===== config.mk =====
export PLATFORM = sky130hd
export DESIGN_NAME = lru_key_value_cache
export DESIGN_NICKNAME = d
export VERILOG_FILES = /design/src/rtl/lkvc_pkg.sv /design/src/rtl/lkvc_cell.sv /design/src/rtl/lru_key_value_cache.sv
export SDC_FILE = /design/constraint.sdc
export NUM_CORES = 2
export LEC_CHECK = 0
export BUFFER_PORTS_ARGS = -buffer_cell sky130_fd_sc_hd__buf_2
export CAP_MARGIN = 10
export CORE_ASPECT_RATIO = 1.75
export CORE_MARGIN = 8
export CORE_UTILIZATION = 30
export DETAILED_ROUTE_END_ITERATION = 10
export GPL_ROUTABILITY_DRIVEN = 0
export PLACE_DENSITY = 0.44
export SETUP_SLACK_MARGIN = 0.3
export SYNTH_ARGS = -nofsm -noshare
export SYNTH_HDL_FRONTEND = slang
export SYNTH_SLANG_ARGS = --single-unit

===== constraint.sdc =====
create_clock -name clk -period 8.1 [get_ports clk]
set_clock_uncertainty 0.15 [all_clocks]
set_input_delay 1.62 -clock clk [delete_from_list [all_inputs] [get_ports clk]]
set_output_delay 1.62 -clock clk [all_outputs]
set_load 0.02 [all_outputs]

===== src/rtl/lkvc_pkg.sv =====
// lkvc_pkg: shared constants and codes for the lru key-value cache
// no dependencies; imported by lkvc_cell and lru_key_value_cache
package lkvc_pkg;

    // default number of built entries
    localparam int LKVC_ENTRIES = 16;

    // field widths fixed by the interface
    localparam int CAP_W = 5;
    localparam int KEY_W = 32;
    localparam int VAL_W = 32;

    // capacity register after reset
    localparam logic [CAP_W-1:0] CAP_RESET = CAP_W'(16);

    // request kinds carried on tuser
    localparam logic CMD_GET = 1'b0;
    localparam logic CMD_PUT = 1'b1;

    // update kinds broadcast to the cell row
    localparam logic UPD_PROMOTE = 1'b0;
    localparam logic UPD_FILL    = 1'b1;

    // read value returned on a get miss
    localparam logic [VAL_W-1:0] MISS_VALUE = '1;

endpackage


===== src/rtl/lkvc_cell.sv =====
// lkvc_cell: one entry of the cache (key, value, valid, recency rank)
// checks the search token passing through and applies the update broadcast
// depends on lkvc_pkg; token and update types come from the top level
module lkvc_cell
    import lkvc_pkg::*;
#(
    parameter int  ENTRIES = LKVC_ENTRIES,
    parameter int  IDX     = 0,
    parameter type tok_t   = logic,
    parameter type upd_t   = logic
)(
    input  logic             clk,
    input  logic             rst_n,
    input  logic [KEY_W-1:0] req_key,
    input  tok_t             tok_in,
    output tok_t             tok_out,
    input  upd_t             upd
);

    localparam int IDX_W = (ENTRIES > 1) ? $clog2(ENTRIES) : 1;
    localparam int AGE_W = IDX_W;
    localparam logic [IDX_W-1:0] MY_IDX = IDX_W'(IDX);

    logic [KEY_W-1:0] key_reg;
    logic [VAL_W-1:0] value_reg;
    logic             valid_reg;
    logic             valid_next;
    logic [AGE_W-1:0] age_reg;
    logic [AGE_W-1:0] age_next;
    tok_t             tok_reg;
    tok_t             tok_next;
    logic             is_target;
    logic             key_match;

    // search: record first match, lowest free slot and oldest valid slot
    always_comb
    begin
        tok_next  = tok_in;
        key_match = valid_reg && (key_reg == req_key);
        if (tok_in.valid)
        begin
            if (!tok_in.found && key_match)
            begin
                tok_next.found       = 1'b1;
                tok_next.found_idx   = MY_IDX;
                tok_next.found_age   = age_reg;
                tok_next.found_value = value_reg;
            end
            if (!tok_in.free_found && !valid_reg)
            begin
                tok_next.free_found = 1'b1;
                tok_next.free_idx   = MY_IDX;
            end
            if (valid_reg && (!tok_in.victim_found || (age_reg > tok_in.victim_age)))
            begin
                tok_next.victim_found = 1'b1;
                tok_next.victim_idx   = MY_IDX;
                tok_next.victim_age   = age_reg;
            end
        end
    end

    // token register toward the next cell
    always_ff @(posedge clk or negedge rst_n)
    begin
        if (!rst_n)
        begin
            tok_reg <= '0;
        end
        else
        begin
            tok_reg <= tok_next;
        end
    end

    assign tok_out = tok_reg;

    // recency and valid update from the broadcast
    always_comb
    begin
        is_target  = (upd.target == MY_IDX);
        valid_next = valid_reg;
        age_next   = age_reg;
        if (upd.valid)
        begin
            if (is_target)
            begin
                age_next = '0;
                if (upd.op == UPD_FILL)
                begin
                    valid_next = 1'b1;
                end
            end
            else if (valid_reg)
            begin
                if ((upd.op == UPD_FILL) || (age_reg < upd.ref_age))
                begin
                    age_next = age_reg + 1'b1;
                end
            end
        end
    end

    always_ff @(posedge clk or negedge rst_n)
    begin
        if (!rst_n)
        begin
            valid_reg <= 1'b0;
            age_reg   <= '0;
        end
        else
        begin
            valid_reg <= valid_next;
            age_reg   <= age_next;
        end
    end

    // key and value storage, written only on the targeted entry
    always_ff @(posedge clk)
    begin
        if (upd.valid && is_target && upd.wr_key)
        begin
            key_reg <= upd.key;
        end
        if (upd.valid && is_target && upd.wr_value)
        begin
            value_reg <= upd.value;
        end
    end

endmodule


===== src/rtl/lru_key_value_cache.sv =====
// lru_key_value_cache: fully associative key-value cache, lru replacement
// top level: request handshake, search token launch, decision and result register
// depends on lkvc_pkg and lkvc_cell
//
// Each request (get or put) is taken when s_axis_tready is high, which is whenever no
// other request is in flight; a finished result may still sit in the output register.
// The request launches a search token that walks the row of ENTRIES cells one cell per
// clock, collecting the matching entry, the lowest free slot and the least recent entry.
// Any update is then broadcast to all cells at once, as soon as the output register is
// free to take the result. A get hit returns the stored value, a get miss returns all
// ones, a put returns zero; hit reports whether the key was present. The capacity
// register (cfg_wr_en / cfg_wr_data) limits the entries in use: zero acts as one and
// values above ENTRIES act as ENTRIES. The user must write it only while no request
// is in flight; the block itself does not enforce this. Entries need no clearing after
// reset.
module lru_key_value_cache
    import lkvc_pkg::*;
#(
    parameter int ENTRIES = LKVC_ENTRIES
)(
    input  logic                   clk,
    input  logic                   rst_n,
    input  logic                   cfg_wr_en,
    input  logic [CAP_W-1:0]       cfg_wr_data,
    input  logic                   s_axis_tvalid,
    output logic                   s_axis_tready,
    input  logic [KEY_W+VAL_W-1:0] s_axis_tdata,   // key [31:0], value [63:32]
    input  logic [0:0]             s_axis_tuser,   // cmd [0]
    output logic                   m_axis_tvalid,
    input  logic                   m_axis_tready,
    output logic [VAL_W-1:0]       m_axis_tdata,   // read_value [31:0]
    output logic [0:0]             m_axis_tuser    // hit [0]
);

    localparam int IDX_W = (ENTRIES > 1) ? $clog2(ENTRIES) : 1;
    localparam int AGE_W = IDX_W;
    localparam int OCC_W = $clog2(ENTRIES + 1);
    localparam int CMP_W = (OCC_W > CAP_W) ? OCC_W : CAP_W;

    localparam logic [1:0] ST_IDLE   = 2'd0;
    localparam logic [1:0] ST_SEARCH = 2'd1;
    localparam logic [1:0] ST_DECIDE = 2'd2;

    typedef struct packed {
        logic             valid;
        logic             found;
        logic [IDX_W-1:0] found_idx;
        logic [AGE_W-1:0] found_age;
        logic [VAL_W-1:0] found_value;
        logic             free_found;
        logic [IDX_W-1:0] free_idx;
        logic             victim_found;
        logic [IDX_W-1:0] victim_idx;
        logic [AGE_W-1:0] victim_age;
    } tok_t;

    typedef struct packed {
        logic             valid;
        logic             op;
        logic [IDX_W-1:0] target;
        logic [AGE_W-1:0] ref_age;
        logic             wr_key;
        logic             wr_value;
        logic [KEY_W-1:0] key;
        logic [VAL_W-1:0] value;
    } upd_t;

    logic [1:0]       state_reg;
    logic [1:0]       state_next;
    logic             launch_reg;
    logic             req_cmd_reg;
    logic [KEY_W-1:0] req_key_reg;
    logic [VAL_W-1:0] req_value_reg;
    logic [CAP_W-1:0] capacity_reg;
    logic [OCC_W-1:0] occupancy_reg;
    tok_t             tok_hold_reg;
    logic             m_valid_reg;
    logic             m_hit_reg;
    logic [VAL_W-1:0] m_value_reg;

    tok_t             tok_chain [ENTRIES+1];
    logic [ENTRIES:0] tok_valid_vec;
    upd_t             upd;
    logic             accept;
    logic             fire;
    logic             want_upd;
    logic             occ_inc;
    logic             res_hit;
    logic [VAL_W-1:0] res_value;
    logic [CAP_W-1:0] cap_eff;
    logic             full;

    assign accept        = s_axis_tvalid && s_axis_tready;
    assign s_axis_tready = (state_reg == ST_IDLE);
    assign fire          = (state_reg == ST_DECIDE) && (!m_valid_reg || m_axis_tready);

    // capacity register
    always_ff @(posedge clk or negedge rst_n)
    begin
        if (!rst_n)
        begin
            capacity_reg <= CAP_RESET;
        end
        else if (cfg_wr_en)
        begin
            capacity_reg <= cfg_wr_data;
        end
    end

    // request capture
    always_ff @(posedge clk)
    begin
        if (accept)
        begin
            req_cmd_reg   <= s_axis_tuser[0];
            req_key_reg   <= s_axis_tdata[KEY_W-1:0];
            req_value_reg <= s_axis_tdata[KEY_W+VAL_W-1:KEY_W];
        end
    end

    // sequencer
    always_comb
    begin
        state_next = state_reg;
        case (state_reg)
            ST_IDLE:
            begin
                if (accept)
                begin
                    state_next = ST_SEARCH;
                end
            end
            ST_SEARCH:
            begin
                if (tok_chain[ENTRIES].valid)
                begin
                    state_next = ST_DECIDE;
                end
            end
            ST_DECIDE:
            begin
                if (fire)
                begin
                    state_next = ST_IDLE;
                end
            end
            default:
            begin
                state_next = ST_IDLE;
            end
        endcase
    end

    always_ff @(posedge clk or negedge rst_n)
    begin
        if (!rst_n)
        begin
            state_reg  <= ST_IDLE;
            launch_reg <= 1'b0;
        end
        else
        begin
            state_reg  <= state_next;
            launch_reg <= accept;
        end
    end

    // search token entering the first cell
    always_comb
    begin
        tok_chain[0]       = '0;
        tok_chain[0].valid = launch_reg;
    end

    // row of entry cells
    for (genvar i = 0; i < ENTRIES; i++)
    begin : g_cell
        lkvc_cell #(
            .ENTRIES (ENTRIES),
            .IDX     (i),
            .tok_t   (tok_t),
            .upd_t   (upd_t)
        ) u_cell (
            .clk     (clk),
            .rst_n   (rst_n),
            .req_key (req_key_reg),
            .tok_in  (tok_chain[i]),
            .tok_out (tok_chain[i+1]),
            .upd     (upd)
        );
    end

    for (genvar i = 0; i <= ENTRIES; i++)
    begin : g_tok_valid
        assign tok_valid_vec[i] = tok_chain[i].valid;
    end

    // hold the finished search result
    always_ff @(posedge clk)
    begin
        if ((state_reg == ST_SEARCH) && tok_chain[ENTRIES].valid)
        begin
            tok_hold_reg <= tok_chain[ENTRIES];
        end
    end

    // fullness against the effective capacity
    always_comb
    begin
        cap_eff = (capacity_reg == '0) ? CAP_W'(1) : capacity_reg;
        full    = (CMP_W'(occupancy_reg) >= CMP_W'(cap_eff))
               || (occupancy_reg >= OCC_W'(ENTRIES));
    end

    // decision: result and update broadcast
    always_comb
    begin
        upd       = '0;
        upd.key   = req_key_reg;
        upd.value = req_value_reg;
        want_upd  = 1'b0;
        occ_inc   = 1'b0;
        res_hit   = tok_hold_reg.found;
        res_value = '0;
        if (req_cmd_reg == CMD_GET)
        begin
            if (tok_hold_reg.found)
            begin
                want_upd    = 1'b1;
                upd.op      = UPD_PROMOTE;
                upd.target  = tok_hold_reg.found_idx;
                upd.ref_age = tok_hold_reg.found_age;
                res_value   = tok_hold_reg.found_value;
            end
            else
            begin
                res_value = MISS_VALUE;
            end
        end
        else if (tok_hold_reg.found)
        begin
            want_upd     = 1'b1;
            upd.op       = UPD_PROMOTE;
            upd.target   = tok_hold_reg.found_idx;
            upd.ref_age  = tok_hold_reg.found_age;
            upd.wr_value = 1'b1;
        end
        else if (full)
        begin
            // evict the least recent entry in place
            want_upd     = tok_hold_reg.victim_found;
            upd.op       = UPD_PROMOTE;
            upd.target   = tok_hold_reg.victim_idx;
            upd.ref_age  = tok_hold_reg.victim_age;
            upd.wr_key   = 1'b1;
            upd.wr_value = 1'b1;
        end
        else
        begin
            // fill the lowest free slot, every valid entry ages
            want_upd     = tok_hold_reg.free_found;
            occ_inc      = tok_hold_reg.free_found;
            upd.op       = UPD_FILL;
            upd.target   = tok_hold_reg.free_idx;
            upd.wr_key   = 1'b1;
            upd.wr_value = 1'b1;
        end
        upd.valid = fire && want_upd;
    end

    // occupancy count
    always_ff @(posedge clk or negedge rst_n)
    begin
        if (!rst_n)
        begin
            occupancy_reg <= '0;
        end
        else if (fire && occ_inc)
        begin
            occupancy_reg <= occupancy_reg + 1'b1;
        end
    end

    // output register, held until the transfer
    always_ff @(posedge clk or negedge rst_n)
    begin
        if (!rst_n)
        begin
            m_valid_reg <= 1'b0;
        end
        else if (fire)
        begin
            m_valid_reg <= 1'b1;
        end
        else if (m_axis_tready)
        begin
            m_valid_reg <= 1'b0;
        end
    end

    always_ff @(posedge clk)
    begin
        if (fire)
        begin
            m_hit_reg   <= res_hit;
            m_value_reg <= res_value;
        end
    end

    assign m_axis_tvalid   = m_valid_reg;
    assign m_axis_tdata    = m_value_reg;
    assign m_axis_tuser[0] = m_hit_reg;

    // at most one search token in the cell row
    assert property (@(posedge clk) disable iff (!rst_n)
        $onehot0(tok_valid_vec))
        else $error("more than one search token in the cell row");

    // a transfer in launches exactly one search
    assert property (@(posedge clk) disable iff (!rst_n)
        accept |=> (state_reg == ST_SEARCH) && launch_reg)
        else $error("request transfer did not launch a search");

    // a new result only comes from the decision step
    assert property (@(posedge clk) disable iff (!rst_n)
        $rose(m_valid_reg) |-> ($past(state_reg) == ST_DECIDE))
        else $error("result appeared outside the decision step");

    // occupancy never passes the built entry count
    assert property (@(posedge clk) disable iff (!rst_n)
        occupancy_reg <= OCC_W'(ENTRIES))
        else $error("occupancy above entry count");

endmodule

; ---- Word-level counts from Yosys, hierarchy flattened
; Index checks and enable logic that the tools add are counted.
[word_totals]
ff_bits = 2167
latchBits = 0
mem_bits_rw = 0
romBits = 0
inputBits = 75
wordCells = 740
mem_count = 0
[op_classes]
add_sub_neg = 17
mul = 0
div_mod_pow = 0
order_cmp = 33
n_eq_ne = 36
shifts = 0
muxes = 134
n_bitwise = 0
reduce_logical = 277
[ops]
columns = operator, count
row1 = 55-bit two-way mux, 16
row2 = 41-bit two-way mux, 16
row3 = 32-bit == test, 16
row4 = 4-bit two-way mux, 49
row5 = 9-bit two-way mux, 18
row6 = 1-bit logical AND, 114
row7 = 3-bit AND reduction, 33
row8 = 5-bit two-way mux, 18
row9 = 2-bit nonzero test, 33
row10 = "4-bit by 1-bit adder with 4-bit output, second input constant", 16
row11 = 4-bit < comparator, 16
row12 = 1-bit zero test, 61
row13 = 4-bit greater-than comparator, 15
row14 = 1-bit logical OR, 33
row15 = "4-bit == test, second input constant", 8
row16 = 32-bit two-way mux, 1
row17 = "4-bit by 3-bit == test with 1-bit output, second input constant", 4
row18 = 1-bit two-way mux, 10
row19 = "4-bit by 2-bit == test with 1-bit output, second input constant", 2
row20 = 2-bit two-way mux, 4
row21 = 8-bit two-way mux, 1
row22 = 2-bit case mux with 3 select lines, 1
row23 = "5-bit by 1-bit adder with 5-bit output, second input constant", 1
row24 = 5-bit greater-or-equal comparator, 1
row25 = 9 further kinds, 10

; ---- Logic depth before layout (Yosys ltp)
[logic_depth]
depth_word = 12
ltp_mapped = 15
depth_no_buf = 14

; ---- By module
; Synthesis repeated with hierarchy kept, for this count alone.
[hier_totals]
hier_cells = 4755
area_unflattened_um2 = 81523.2
[modules_own_cells]
columns = mod, n_inst, cells_per_inst, area_each_um2, seq_area_each_um2
row1 = lkvc_cell at g_cell[10].u_cell ..., 8, 277, 4733.3, 3448.3
row2 = lkvc_cell at g_cell[1].u_cell ..., 4, 277, 4734.5, 3448.3
row3 = lkvc_cell at g_cell[12].u_cell ..., 2, 278, 4732.0, 3448.3
row4 = lru_key_value_cache, 1, 321, 5793.1, 4946.0
row5 = lkvc_cell at g_cell[0].u_cell, 1, 277, 4732.0, 3448.3
row6 = lkvc_cell at g_cell[15].u_cell, 1, 277, 4729.5, 3448.3

; ---- Least setup slack after synthesis
; OpenSTA, ideal clock, no wires.
[synth_timing]
kind = register -> register
startpoint = register capacity_reg[4]
endpoint = register g_cell[15].u_cell.key_reg[0], enable pin
setup_time_ns = 0.421
arrival_time_ns = 4.109
required_time_ns = 7.529
setup_slack_ns = 3.420
path_stages_with_launch = 13
path_buffers = 4
synth_period_minus_slack_ns = 4.680
cell_sequence = dfstp_2 > inv_1 > ha_1 > clkbuf_2 > a211oi_2 > buf_4 > o2111ai_1 > o211ai_2 > and2_1 > buf_2 > nand3_1 > clkbuf_1 > nor2_1
[synth_via]
elab_chain_cells = 10
elab_cells_between_ends = 14
classes_between = order compare (1) / eq/ne (1) / mux (7) / reduce/logical (5)
[synth_rtl]
columns = element, line
row1 = start: declaration, lru_key_value_cache.sv:74  ; logic [CAP_W-1:0] capacity_reg;
row2 = start signal: assignment, lru_key_value_cache.sv:106  ; capacity_reg <= cfg_wr_data;
row3 = 5-bit zero test, lru_key_value_cache.sv:210  ; cap_eff = (capacity_reg == '0) ? CAP_W'(1) : capacity_reg;
row4 = 5-bit two-way mux *, lru_key_value_cache.sv:210
row5 = 5-bit greater-or-equal comparator *, lru_key_value_cache.sv:211  ; full = (CMP_W'(occupancy_reg) >= CMP_W'(cap_eff))
row6 = 1-bit logical OR *, lru_key_value_cache.sv:212  ; || (occupancy_reg >= OCC_W'(ENTRIES));
row7 = 5-bit two-way mux or 1-bit two-way mux (tied branches), lru_key_value_cache.sv:248  ; else if (full)
row8 = 9-bit two-way mux or 1-bit two-way mux (tied branches), lru_key_value_cache.sv:240  ; else if (tok_hold_reg.found)
row9 = 9-bit two-way mux or 1-bit two-way mux (tied branches), lru_key_value_cache.sv:225  ; if (req_cmd_reg == CMD_GET)
row10 = 4-bit == test or 1-bit logical AND (tied branches), "lkvc_cell.sv:81, lru_key_value_cache.sv:268"
row11 = 1-bit logical AND * (2 in a row), lkvc_cell.sv:121  ; if (upd.valid && is_target && upd.wr_key)
row12 = end signal: assignment, lkvc_cell.sv:123  ; key_reg <= upd.key;
row13 = end: declaration, lkvc_cell.sv:24  ; logic [KEY_W-1:0] key_reg;
; Mark *: on every way between the ends. The rest lies on a longest branch, timed or not.
; A chain may end at the register's enable or synchronous reset.

; ---- Worst setup path after layout
[layout_timing]
startpoint = register capacity_reg[4]
endpoint = register g_cell[13].u_cell.value_reg[12], enable pin
[layout_via]
elab_chain_cells = 10
elab_cells_between_ends = 14
classes_between = order compare (1) / eq/ne (1) / mux (7) / reduce/logical (5)
[layout_rtl]
columns = element, line
row1 = 5-bit zero test, lru_key_value_cache.sv:210
row2 = 5-bit two-way mux *, lru_key_value_cache.sv:210
row3 = 5-bit greater-or-equal comparator *, lru_key_value_cache.sv:211
row4 = 1-bit logical OR *, lru_key_value_cache.sv:212
row5 = 5-bit two-way mux or 1-bit two-way mux (tied branches), lru_key_value_cache.sv:248
row6 = 9-bit two-way mux or 1-bit two-way mux (tied branches), lru_key_value_cache.sv:240
row7 = 9-bit two-way mux or 1-bit two-way mux (tied branches), lru_key_value_cache.sv:225
row8 = 4-bit == test or 1-bit logical AND (tied branches), "lkvc_cell.sv:81, lru_key_value_cache.sv:268"
row9 = 1-bit logical AND * (2 in a row), lkvc_cell.sv:125  ; if (upd.valid && is_target && upd.wr_value)
row10 = end signal: assignment, lkvc_cell.sv:127  ; value_reg <= upd.value;
row11 = end: declaration, lkvc_cell.sv:25  ; logic [VAL_W-1:0] value_reg;
; Marked as above.

==> impl_metrics.ini <==
[setup_path]
max_stage_delay_ns = 0.98
category_of_the_worst_setup_path_launch_point = flop
worst-path-buf-inv = 1
required_worst_endpoint_ns = 8.40
timing.critical_path.max_delay_family = simple AND/OR/NAND/NOR gates
cell_breakdown_of_the_critical_path = inv_1 > ha_1 > a211oi_2 > mux2i_1 > o211ai_1 > a22oi_1 > and2_1 > nand2_1 > nor2_4
cp_slowest_cell = a211oi_2
worst_ep_arrival_time_ns = 5.43
timing.critical_path.to_type = flop
largest_fanout_of_any_net_on_the_critical_path = 32
crit_type = flop to flop

[routing]
post_drt_wl_per_cell_um = 21.3
detailroute.via_count = 39100
drtIter0Drc = 1921
routed_via_density = 4.42
drt.antenna.violating_nets = 0
routed_wl_um = 188000
number_of_detailed_route_iterations_in_the_first_pass = 5
drc_viols = 0

[floorplan]
coreArea_um2 = 265000
die_w_um = 406
fp.dieArea_um2 = 283000
initial_core_util_pct = 30.1
rows = 250
die_h_um = 698
ioPinCount = 110

[global_route]
globalRouteTotalUtil_pct = 13.1
grt_start_max_net_pins = 129
grt_pass1_vias = 42100
antenna_found_initial = 10
wire_length_of_the_first_global_routing_pass_um = 282000
grt_overflow = 0

[sta]
fin_tns_setup_ns = 0
finalSetupViolations = 0
worst_slew_margin_rel_pct = 23.5
worstMarginPinSlew_ns = 1.15
achievable-frequency_mhz = 195
final.min_clock_period_ns = 5.13
finalMaxSlewViolations = 0
rsz0062_at_grt = false
final_hold_violating_endpoints = 0
layout_worst_path_cycle_share_pct = 63.4

[synth]
yosys_register_bits = 2122
synth-main-ff-cell = edfxtp_1
number_of_enable_flip_flop_cells_after_synthesis = 1177
mappedNetlistNets = 5060
synth_commonest_cells = edfxtp_1 (1177), dfrtp_1 (944), mux2_2 (557)
yosys.cell_types.count = 74
synthesis.area_um2 = 79700
synth.yosys.seq_area_share_pct = 74.0
yosysTopAreaCell = edfxtp_1
synth_top_cells_by_area = edfxtp_1 (44%), dfrtp_1 (30%), mux2_2 (7.9%)
synth_most_common_cell = edfxtp_1
synthArstFlopShare_pct = 44.5
yosysWarningCount = 0
postSynthAreaPerCell_um2 = 16.4
synth_cells = 4871
netlist.area_leader.share_pct = 44.3

[clock_network]
worstSkewPairLatency_ns = 0.86
clock-sinks = 2122
worst_setup_hold_path_clk_slew_ns = 0.06
cts_max_path_buffers = 4
post_cts_hold_buffer_count = 0
root_buffer_cell = clkbuf_16
cts_inserted_buffers = 205
post_cts_resized = 0
cts_tree = done
post_cts.repair.setup_buffers = 0
cts-htree-levels = 4

[final_layout]
post_route_cells_drive_above_1_share_pct = 23.5
largest_register_ff_count = 851
total_area_of_multi_input_combinational_cells_um2 = 19800
flow.area_growth_from_synthesis_pct = 15.3
finalCoreUtilization_pct = 34.8
seqCellArea_um2 = 59000
nNetsFinal = 5326
fillerInstances = 25500

[pwr]
pwr_per_cell_area_nw_per_um2 = 239
power.leakage_nw = 36.2
ir_drop_uv = 152

[min_path]
hold_path_class = flop to flop

[place]
hpwlAfterDp_um = 124000
port_buffers = 109

[job]
cap_viol_max_count = 0

[status]
status = finished, final reports clean
==> cells in the final DEF (no fill, tap or decap), types with 6 or more instances in the layout <==
| cell | netlist | routed |
|---|---|---|
| xnor2_1 | 441 | 441 |
| and3_1 | 14 | 14 |
| nand3_1 | 63 | 63 |
| mux2_2 | 557 | 557 |
| o22ai_1 | 17 | 17 |
| a21oi_1 | 99 | 99 |
| clkinv_1 | 0 | 23 |
| clkbuf_8 | 0 | 21 |
| nor3_1 | 39 | 39 |
| o2111ai_1 | 6 | 6 |
| ha_1 | 114 | 114 |
| o211ai_1 | 23 | 23 |
| nor4_1 | 45 | 44 |
| clkbuf_1 | 59 | 47 |
| o21bai_1 | 12 | 12 |
| xor2_1 | 94 | 94 |
| buf_4 | 6 | 114 |
| dfrtp_1 | 944 | 944 |
| o21ai_0 | 119 | 119 |
| nand2_1 | 161 | 161 |
| nor2b_1 | 70 | 69 |
| bufinv_16 | 0 | 21 |
| clkbuf_16 | 0 | 212 |
| nor2_2 | 1 | 15 |
| nor2_1 | 139 | 94 |
| inv_1 | 116 | 116 |
| nor2_4 | 0 | 31 |
| a41o_1 | 16 | 16 |
| nand4_1 | 129 | 129 |
| edfxtp_1 | 1177 | 1177 |
| nor3b_1 | 10 | 10 |
| and2_1 | 45 | 44 |
| clkinv_2 | 0 | 30 |
| buf_2 | 58 | 108 |
| or2_2 | 85 | 85 |
| nand2b_1 | 73 | 73 |
| inv_6 | 0 | 9 |
==> power breakdown <==
part           internal, W  leakage, nW  switching [W]
combinational     0.000228         9.24       0.000400
clock              0.00567         3.35        0.00410
sequential          0.0115         23.6       0.000108
total               0.0174         36.2        0.00461
==> through the flow <==
stage	hold slack, ns	power [W]	setup slack [ns]	instance area (um^2)	std cells
6_report	0.245	0.0220	2.97	92000	8839
5_1_grt	0.241	0.0228	2.60	91900	8835
4_1_cts	0.222	0.0224	2.94	91900	8834
3_5_place_dp	0.243	0.0125	2.75	85100	8458
3_3_place_gp	0.232	0.0125	2.75	85100	8458
2_1_floorplan	0.224	0.0121	3.42	79700	4871
==> worst paths after layout <==
path / from / to / slack, ns / cells past startpoint
max in group asynchronous: rst_n / g_cell[12].u_cell.tok_out[32] / 5.42 / 3
max reg2reg: capacity_reg[4] / g_cell[13].u_cell.value_reg[12] / 2.97 / 9
min in group asynchronous: rst_n / g_cell[5].u_cell.tok_out[11] / 0.56 / 1
min: g_cell[6].u_cell.tok_out[52] / g_cell[7].u_cell.tok_out[52] / 0.25 / 1
max: capacity_reg[4] / g_cell[13].u_cell.value_reg[12] / 2.97 / 9
min reg2reg: g_cell[6].u_cell.tok_out[52] / g_cell[7].u_cell.tok_out[52] / 0.25 / 1
==> logic make-up (layout without fill, tap and decap cells) <==
logic type	count (synthesis)	after routing	share of synthesized area (%)
multiplexers	562	562	7.93
AND/OR/NAND/NOR	910	910	6.16
other	0	5	0
flip-flops	2122	2122	74.0
adder cells (fa/ha/maj)	114	114	1.79
XOR/XNOR	535	535	5.88
AO/OA/AOI/OAI	343	343	2.65
buffers and inverters	285	720	1.59
==> layout make-up <==
cell class,instances,area share (%)
clock inverter,94,1.13
multi-input combinational,2464,21.5
inverter,116,0.473
timing repair buffer,228,1.64
antenna,5,0.0136
tap,3528,4.80
sequential,2122,64.2
clock buffer,282,6.29
==> routing by layer <==
metal | vias up | global-route usage [%] | routed length [um]
met1 | 20100 | 15.6 | 75600
met4 | 6 | 4.70 | 6920
li1 | 18000 | - | -
met3 | 350 | 1.87 | 6210
met2 | 663 | 24.0 | 99500
met5 | - | 0 | 43
(Power assumes the default switching activity.)
